**src/rtl/b64se_pkg.sv**
```systemverilog
// Shared types, constants and the character mapping for the Base64 stream encoder.
`timescale 1ns / 1ps

package b64se_pkg;

  // Queue between front and back; depth must be a power of two.
  localparam int QueueDepth = 2;
  localparam int QueuePtrW  = $clog2(QueueDepth);
  localparam int QueueCntW  = $clog2(QueueDepth + 1);

  localparam int CharW      = 7;
  localparam int GroupChars = 4;

  localparam logic [CharW-1:0] PadChar   = 7'h3D;  // '='
  localparam logic [CharW-1:0] PlusChar  = 7'h2B;  // '+'
  localparam logic [CharW-1:0] SlashChar = 7'h2F;  // '/'

  // One classified input byte: the characters it produces and where they stop.
  typedef struct packed {
    logic [GroupChars-1:0][CharW-1:0] chars;
    logic [1:0]                       last_idx;
    logic                             eom;
  } item_t;

  // Map a 6-bit value onto the standard Base64 alphabet.
  function automatic logic [CharW-1:0] sym(input logic [5:0] v);
    logic [CharW-1:0] wide;
    wide = {1'b0, v};
    if (v < 6'd26) begin
      sym = wide + 7'd65;   // 'A'..'Z'
    end else if (v < 6'd52) begin
      sym = wide + 7'd71;   // 'a'..'z'
    end else if (v < 6'd62) begin
      sym = wide - 7'd4;    // '0'..'9'
    end else if (v == 6'd62) begin
      sym = PlusChar;
    end else begin
      sym = SlashChar;
    end
  endfunction

endpackage

```
**src/rtl/b64se_front.sv**
```systemverilog
// Front end: accepts bytes, tracks the group position and builds character groups.
`timescale 1ns / 1ps

module b64se_front (
  input  logic                 clk_i,
  input  logic                 rst_ni,
  input  logic                 in_valid_i,
  output logic                 in_stall_o,
  input  logic [7:0]           data_byte_i,
  input  logic                 end_of_message_i,
  input  logic                 queue_full_i,
  output logic                 push_o,
  output b64se_pkg::item_t     item_o
);

  typedef enum logic [1:0] {
    PosFirst  = 2'd0,
    PosSecond = 2'd1,
    PosThird  = 2'd2
  } pos_e;

  pos_e       pos_q, pos_d;
  logic [3:0] carry_q, carry_d;

  assign in_stall_o = queue_full_i;
  assign push_o     = in_valid_i && !queue_full_i;

  always_comb begin
    item_o     = '0;
    item_o.eom = end_of_message_i;
    pos_d      = PosFirst;
    carry_d    = '0;
    unique case (pos_q)
      PosSecond: begin
        item_o.chars[0] = b64se_pkg::sym({carry_q[1:0], data_byte_i[7:4]});
        item_o.chars[1] = b64se_pkg::sym({data_byte_i[3:0], 2'b00});
        item_o.chars[2] = b64se_pkg::PadChar;
        item_o.chars[3] = b64se_pkg::PadChar;
        item_o.last_idx = end_of_message_i ? 2'd2 : 2'd0;
        if (!end_of_message_i) begin
          pos_d   = PosThird;
          carry_d = data_byte_i[3:0];
        end
      end
      PosThird: begin
        item_o.chars[0] = b64se_pkg::sym({carry_q, data_byte_i[7:6]});
        item_o.chars[1] = b64se_pkg::sym(data_byte_i[5:0]);
        item_o.chars[2] = b64se_pkg::PadChar;
        item_o.chars[3] = b64se_pkg::PadChar;
        item_o.last_idx = 2'd1;
      end
      default: begin
        item_o.chars[0] = b64se_pkg::sym(data_byte_i[7:2]);
        item_o.chars[1] = b64se_pkg::sym({data_byte_i[1:0], 4'b0000});
        item_o.chars[2] = b64se_pkg::PadChar;
        item_o.chars[3] = b64se_pkg::PadChar;
        item_o.last_idx = end_of_message_i ? 2'd3 : 2'd0;
        if (!end_of_message_i) begin
          pos_d   = PosSecond;
          carry_d = {2'b00, data_byte_i[1:0]};
        end
      end
    endcase
  end

  always_ff @(posedge clk_i or negedge rst_ni) begin
    if (!rst_ni) begin
      pos_q   <= PosFirst;
      carry_q <= '0;
    end else if (push_o) begin
      pos_q   <= pos_d;
      carry_q <= carry_d;
    end
  end

endmodule

```
**src/rtl/b64se_queue.sv**
```systemverilog
// Short FIFO of character groups between the front and back ends.
`timescale 1ns / 1ps

module b64se_queue (
  input  logic                clk_i,
  input  logic                rst_ni,
  input  logic                push_i,
  input  b64se_pkg::item_t    item_i,
  input  logic                pop_i,
  output logic                full_o,
  output logic                empty_o,
  output b64se_pkg::item_t    head_o
);

  b64se_pkg::item_t                    mem_q [b64se_pkg::QueueDepth];
  logic [b64se_pkg::QueuePtrW-1:0]     wr_ptr_q, rd_ptr_q;
  logic [b64se_pkg::QueueCntW-1:0]     count_q, count_d;

  assign full_o  = (count_q == b64se_pkg::QueueCntW'(b64se_pkg::QueueDepth));
  assign empty_o = (count_q == '0);
  assign head_o  = mem_q[rd_ptr_q];

  always_comb begin
    count_d = count_q;
    if (push_i && !pop_i) begin
      count_d = count_q + 1'b1;
    end else if (pop_i && !push_i) begin
      count_d = count_q - 1'b1;
    end
  end

  always_ff @(posedge clk_i) begin
    if (push_i) begin
      mem_q[wr_ptr_q] <= item_i;
    end
  end

  always_ff @(posedge clk_i or negedge rst_ni) begin
    if (!rst_ni) begin
      wr_ptr_q <= '0;
      rd_ptr_q <= '0;
      count_q  <= '0;
    end else begin
      if (push_i) begin
        wr_ptr_q <= wr_ptr_q + 1'b1;
      end
      if (pop_i) begin
        rd_ptr_q <= rd_ptr_q + 1'b1;
      end
      count_q <= count_d;
    end
  end

endmodule

```
**src/rtl/b64se_back.sv**
```systemverilog
// Back end: walks each queued group one character at a time into the output register.
`timescale 1ns / 1ps

module b64se_back (
  input  logic                          clk_i,
  input  logic                          rst_ni,
  input  logic                          head_valid_i,
  input  b64se_pkg::item_t              head_i,
  output logic                          pop_o,
  output logic                          out_valid_o,
  input  logic                          out_stall_i,
  output logic [b64se_pkg::CharW-1:0]   out_char_o,
  output logic                          last_char_o
);

  logic                          valid_q, valid_d;
  logic [b64se_pkg::CharW-1:0]   char_q, char_d;
  logic                          last_q, last_d;
  logic [1:0]                    idx_q, idx_d;
  logic                          load;
  logic                          at_end;

  assign load   = head_valid_i && (!valid_q || !out_stall_i);
  assign at_end = (idx_q == head_i.last_idx);
  assign pop_o  = load && at_end;

  always_comb begin
    valid_d = valid_q;
    char_d  = char_q;
    last_d  = last_q;
    idx_d   = idx_q;
    if (load) begin
      valid_d = 1'b1;
      char_d  = head_i.chars[idx_q];
      last_d  = head_i.eom && at_end;
      idx_d   = at_end ? 2'd0 : idx_q + 2'd1;
    end else if (!out_stall_i) begin
      valid_d = 1'b0;
    end
  end

  always_ff @(posedge clk_i or negedge rst_ni) begin
    if (!rst_ni) begin
      valid_q <= 1'b0;
      idx_q   <= '0;
    end else begin
      valid_q <= valid_d;
      idx_q   <= idx_d;
    end
  end

  always_ff @(posedge clk_i) begin
    char_q <= char_d;
    last_q <= last_d;
  end

  assign out_valid_o = valid_q;
  assign out_char_o  = char_q;
  assign last_char_o = last_q;

endmodule

```
**src/rtl/base64_stream_encoder.sv**
```systemverilog
// Top level of the Base64 stream encoder: front end, group queue and character back end.
// A byte's first character is written into the group queue and from there into the output register.
// Throughput: one character per cycle on the output while a group is queued and
// out_stall_i is low; the single-character output register sets that rate.
// A byte is taken every cycle while the two-entry group queue has room.
// Reset (rst_ni low, asynchronous) empties the queue and output and restarts a group.
`timescale 1ns / 1ps

module base64_stream_encoder (
  input  logic        clk_i,
  input  logic        rst_ni,
  // Byte input channel
  input  logic        in_valid_i,
  output logic        in_stall_o,
  input  logic [7:0]  data_byte_i,
  input  logic        end_of_message_i,
  // Character output channel
  output logic        out_valid_o,
  input  logic        out_stall_i,
  output logic [6:0]  out_char_o,
  output logic        last_char_o
);

  // Front to queue: one group of up to four characters per accepted item.
  logic             push;
  b64se_pkg::item_t push_item;

  // Queue to back: head group and its handshake.
  logic             pop;
  logic             full;
  logic             empty;
  b64se_pkg::item_t head_item;

  // Classify the byte against the group position and build its characters.
  b64se_front u_front (
    .clk_i            (clk_i),
    .rst_ni           (rst_ni),
    .in_valid_i       (in_valid_i),
    .in_stall_o       (in_stall_o),
    .data_byte_i      (data_byte_i),
    .end_of_message_i (end_of_message_i),
    .queue_full_i     (full),
    .push_o           (push),
    .item_o           (push_item)
  );

  // Hold groups so input keeps flowing while the output drains or stalls.
  b64se_queue u_queue (
    .clk_i   (clk_i),
    .rst_ni  (rst_ni),
    .push_i  (push),
    .item_i  (push_item),
    .pop_i   (pop),
    .full_o  (full),
    .empty_o (empty),
    .head_o  (head_item)
  );

  // Emit the head group one character per unstalled cycle; drop it after its last one.
  b64se_back u_back (
    .clk_i        (clk_i),
    .rst_ni       (rst_ni),
    .head_valid_i (!empty),
    .head_i       (head_item),
    .pop_o        (pop),
    .out_valid_o  (out_valid_o),
    .out_stall_i  (out_stall_i),
    .out_char_o   (out_char_o),
    .last_char_o  (last_char_o)
  );

  // The queue never takes a group while full.
  assert property (@(posedge clk_i) disable iff (!rst_ni) !(push && full))
    else $error("group pushed into full queue");

  // The back end never drops a group that is not there.
  assert property (@(posedge clk_i) disable iff (!rst_ni) !(pop && empty))
    else $error("group popped from empty queue");

  // An output character is only produced from a queued group.
  assert property (@(posedge clk_i) disable iff (!rst_ni)
                   (!out_valid_o && empty) |=> !out_valid_o)
    else $error("output valid without a queued group");

endmodule

```
**config.mk**
```make
export PLATFORM = sky130hd
export DESIGN_NAME = base64_stream_encoder
export DESIGN_NICKNAME = d
export VERILOG_FILES = /design/src/rtl/b64se_pkg.sv /design/src/rtl/b64se_front.sv /design/src/rtl/b64se_queue.sv /design/src/rtl/b64se_back.sv /design/src/rtl/base64_stream_encoder.sv
export SDC_FILE = /design/constraint.sdc
export NUM_CORES = 1
export LEC_CHECK = 0
export BUFFER_PORTS_ARGS = -buffer_cell sky130_fd_sc_hd__buf_4
export CAP_MARGIN = 20
export CORE_MARGIN = 3
export CORE_UTILIZATION = 55
export CTS_CLUSTER_DIAMETER = 100
export DETAILED_ROUTE_END_ITERATION = 6
export PLACE_DENSITY = 0.73
export SLEW_MARGIN = 20
export SYNTH_ARGS = -nofsm -noshare
export SYNTH_HDL_FRONTEND = slang
export SYNTH_SLANG_ARGS = --single-unit
```
**constraint.sdc**
```tcl
create_clock -name clk_i -period 4.3 [get_ports clk_i]
set_input_delay 0.645 -clock clk_i [delete_from_list [all_inputs] [get_ports clk_i]]
set_output_delay 0.645 -clock clk_i [all_outputs]
set_load 0.005 [all_outputs]
```
# After elaboration in Yosys (flattened, before gate mapping)
# Memories as Yosys holds them, arrays and structs flattened.
# Cells that the tools add are included.
# word_totals
ff_bits,21
mem_bits_rw,34
input_bits,13
mem_count,1
# mem_list
name,depth,word_bits,rd,rd_ports_with_merged_regs,wr,line_no,source
u_queue.mem_q,2,17,1,0,1,b64se_queue.sv:15,b64se_pkg::item_t mem_q [b64se_pkg::QueueDepth];
# classes
add_sub_neg,23
order_cmp,19
eq_ne,9
mux,40
n_reduce_logical,15
# ops
op,n
7-bit two-way mux,19
"6-bit by 7-bit adder with 7-bit output, second input constant",12
"6-bit less-than comparator, second input constant",12
"6-bit by 3-bit subtractor with 7-bit output, second input constant",6
"6-bit by 5-bit less-than comparator with 1-bit output, second input constant",6
16-bit case mux with 2 select lines,1
"6-bit == test, second input constant",4
7-bit binary-select mux with 2-bit select,1
2-bit two-way mux,7
3-bit two-way mux,4
4-bit case mux with 2 select lines,1
1-bit logical AND,6
1-bit logical NOT,6
1-bit two-way mux,5
"2-bit by 1-bit adder with 2-bit output, second input constant",2
"2-bit == test, second input constant",2
4-bit two-way mux,1
2-bit case mux with 2 select lines,1
"2-bit by 3-bit less-than comparator with 1-bit output, second input constant",1
"1-bit adder, second input constant",2
"2-bit by 1-bit == test with 1-bit output, second input constant",1
2-bit == test,1
2-bit logical NOT,1
"2-bit by 1-bit inequality test with 1-bit output, second input constant",1
3 further kinds,3

# Longest topological paths before layout
# logic_depth
word_depth,7
mapped_depth,10

# Hierarchy
# A second synthesis with hierarchy kept.
# unflattened
hier_cells,496
hier_area_um2,5532.8
# by_module_without_submodules
module,instances,cells_each,area_per_inst_um2
b64se_queue,1,113,2577.5
b64se_front,1,349,2358.5
b64se_back,1,33,593.1
base64_stream_encoder,1,1,3.8

# Least setup slack after synthesis
# OpenSTA, ideal clock, no wires.
# synth_path
path_type,in2reg
start,input port data_byte_i[1]
end,memory u_queue.mem_q[0][14] (netlist name) (data pin)
arrival_time_ns,2.451
setup_slack_ns,1.586
cell_stages,10
n_path_buf,1
path_cell_list,buf_2 > inv_1 > ha_1 > nor2b_1 > xnor2_1 > ha_1 > a21oi_1 > mux2i_1 > mux2i_1 > o31a_1
# synth_lines
item,line_no,source
from (decl),base64_stream_encoder.sv:15,"input logic [7:0] data_byte_i,"
to (decl),b64se_queue.sv:15,

==> run_results.csv <==
group,metric,value,unit
logic_synthesis,synth-async-reset-ratio,23.6,%
cts,cts_buffers,5,
setup_path,crit_buf_inv,1,
die,start_util,57.1,%
setup_path,crit_path_end_kind,"flop",
logic_synthesis,yosys.area.top_type,"edfxtp_1",
routing,met1Wirelength,4240,um
routing,drt_iter0_markers,267,
grt,antenna_found_initial,0,
sta,fin_crit,3.04,ns
logic_synthesis,synth_compound_area_share,19.4,%
die,num_rows,31,
final_layout,drive_gt1_share,12.8,%
logic_synthesis,synthesis.instances,424,
die,io_pins,23,
final_layout,syn2layout_area_growth,6.49,%
sta,fmax,329,MHz
routing,first_pass_iters,5,
cts,clock_path_buffers,2,
job,max-cap-violations,0,
die,core,0.00729,mm2
placed_design,io_buffers,22,
routing,wl_met3,573,um
setup_path,critPathRequiredTime,4.36,ns
grt,grt_usage,24.1,%
setup_path,r2r_setup_slack,1.26,ns
power_and_ir_drop,p_per_area,545,mW/mm2
placed_design,routabilityCongestion,0.972,
routing,ant_nets,0,
setup_path,path_cells,"clkinv_1 -> ha_1 -> a21oi_1 -> nand2_1 -> a2111oi_0 -> a311oi_1 -> a31oi_1",
setup_path,crit_path_max_incr_delay,0.60,ns
routing,top_layer,"met4",
logic_synthesis,yosys.area_share.simple,16.2,%
setup_path,critPathKind,"reg -> reg",
logic_synthesis,yosys.area_share.xor_xnor,4.42,%
logic_synthesis,synthAdderAreaFrac,8.11,%
logic_synthesis,synth.area.mux_share,8.77,%
grt,grt_pass1_wl,16500,um
logic_synthesis,synth_warnings,0,
cts,clk_pin_slew,0.09,ns
sta,setup_viol,0,
cts,clock_latency,0.30,ns
routing,routed-wl-met2,4910,um
final_layout,diodes,0,
logic_synthesis,synth_edf_count,42,
setup_path,cpLargestDelayFamily,"compound AO/OA/AOI/OAI gates",
grt,grt_max_degree,29,
final_layout,final_area,0.00443,mm2
sta,rsz0062_at_grt,"false",
sta,fin_tns_setup,0,ns
logic_synthesis,syn_nets,464,
routing,wl,10100,um
grt,first_global_vias,3191,
logic_synthesis,synth_cell_type_count,65,
final_layout,nNetsFinal,468,
routing,via_per_inst,6.52,
logic_synthesis,ys.flop_type,"edfxtp_1",
routing,wl_per_cell,19.1,um
setup_path,cp_max_fo,10,
sta,tightestPinTransition,0.981,ns
logic_synthesis,netlist_area,0.00416,mm2
routing,drc_errors,0,
placed_design,placed_area,0.00433,mm2
setup_path,worst_setup_path_start_kind,"flop",
setup_path,slowest_stage,"dfrtp_1",
logic_synthesis,synth_seq_area_share,38.1,%
cts,hold_buffers,0,
cts,cts_tree,"yes",
cts,cts-root-buf,"clkbuf_8",
power_and_ir_drop,peakVddDrop,203,uV
final_layout,layout_common_cells,"edfxtp_1, nand2_1, a21oi_1",
logic_synthesis,yosysTopAreaCellShare,30.3,%
logic_synthesis,ys_ff_latch,55,
cts,post_cts_buffers,0,
logic_synthesis,syn_area_per_cell,9.82,um2
cts,post_cts_resize_count,0,
final_layout,fillers,641,
outcome,status,"completed",
sta,fin_crit_sh,70.8,%
placed_design,hpwl,7540,um
logic_synthesis,synth_top_family_by_area,"compound AO/OA/AOI/OAI gates",
routing,vias,3440,
logic_synthesis,synth.area.top_cells,"edfxtp_1, ha_1, dfrtp_1",
worst_hold_path,min-delay-path-class,"in -> async",
setup_path,startpoint,"u_front.carry_q[1]$_DFFE_PN0P_",
die,die_y,93.0,um
cts,cts_htree_levels,2,
setup_path,cp_data_arrival_time,3.10,ns
final_layout,final_common_cell,"edfxtp_1",
die,design.die.area,0.00865,mm2
die,die_width,93.0,um
power_and_ir_drop,p_leak,1.73,nW
sta,fin_skew,0.0121,ns
sta,slew_violations,0,
sta,finalHoldViolCount,0,
sta,slew_headroom,34.6,%
setup_path,regToRegStartpoint,"u_front.carry_q[1]$_DFFE_PN0P_",
grt,grt-ovfl-total,0,
cts,numClockSinks,55,
-- Yosys cell counts, types with 6 or more instances --
cell type	n
buf_2	13
mux4_2	7
clkbuf_1	10
mux2_2	6
dfrtp_1	13
xnor2_1	15
mux2i_1	14
a21oi_1	30
a21o_1	7
a31oi_1	7
nand2b_1	12
nor2_1	17
nand2_1	35
nor2b_1	11
inv_1	17
xor2_1	6
ha_1	27
edfxtp_1	42
o21ai_0	21
nand3_1	13
nor3_1	11
-- power by group --
group          internal, W  leakage [nW]  switching [W]
clock network     0.000147        0.0538       0.000150
registers         0.000861         0.553       0.000148
logic             0.000488          1.12       0.000622
-- per-stage QoR --
stage          utilization [%]  total power, W  cells  hold WS, ns  setup slack, ns
2_1_floorplan                -         0.00178    424        0.349             1.59
3_3_place_gp              59.4         0.00208    520        0.478             1.36
3_5_place_dp              59.4         0.00212    520        0.493             1.31
4_1_cts                   60.8         0.00242    528        0.166             1.37
5_1_grt                   60.8         0.00258    528        0.168             1.02
6_report                  60.8         0.00242    528        0.166             1.26
-- layer usage --
layer	global-route usage [%]	up-vias
li1	-	1613
met3	2.17	27
met5	0	-
met1	32.8	1663
met4	10.0	0
met2	39.5	137
-- sequential cells by signal (all words and copies together), names as in the netlist --
register,flops
u_back.idx_q,2
u_back.last_char_o,1
u_back.out_char_o,7
u_back.out_valid_o,1
u_front.carry_q,4
u_front.pos_q,2
u_queue.count_q,2
u_queue.mem_q,34
u_queue.rd_ptr_q,1
u_queue.wr_ptr_q,1
-- final cells by class --
| class | instances | area [um2] | area share, % |
|---|---|---|---|
| clock inverters | 2 | 8.76 | 0.198 |
| flip-flops and latches | 55 | 1590 | 35.8 |
| well taps | 99 | 124 | 2.79 |
| inverters | 21 | 78.8 | 1.78 |
| repair buffers | 23 | 173 | 3.89 |
| multi-input cells | 322 | 2370 | 53.4 |
| clock buffers | 6 | 93.8 | 2.12 |
-- logic make-up after synthesis --
kind of cell	count (synthesis)
simple gates	130
flops	55
mux	27
buf+inv	47
fa+ha+maj	27
compound gates	117
xor+xnor	21
-- worst paths after layout --
kind | depth (start not counted) | to
worst max-delay path | 7 | u_queue.mem_q[1][5]$_DFFE_PP_
worst min-delay path | 1 | u_back.out_valid_o$_DFFE_PN0P_
worst max register to register | 7 | u_queue.mem_q[1][5]$_DFFE_PP_
worst min register to register | 1 | u_queue.wr_ptr_q$_DFFE_PN0P_
max in group asynchronous | 1 | u_front.carry_q[2]$_DFFE_PN0P_
min in group clk_i | 1 | u_queue.wr_ptr_q$_DFFE_PN0P_
No activity file was read; power rests on OpenSTA's default activity.
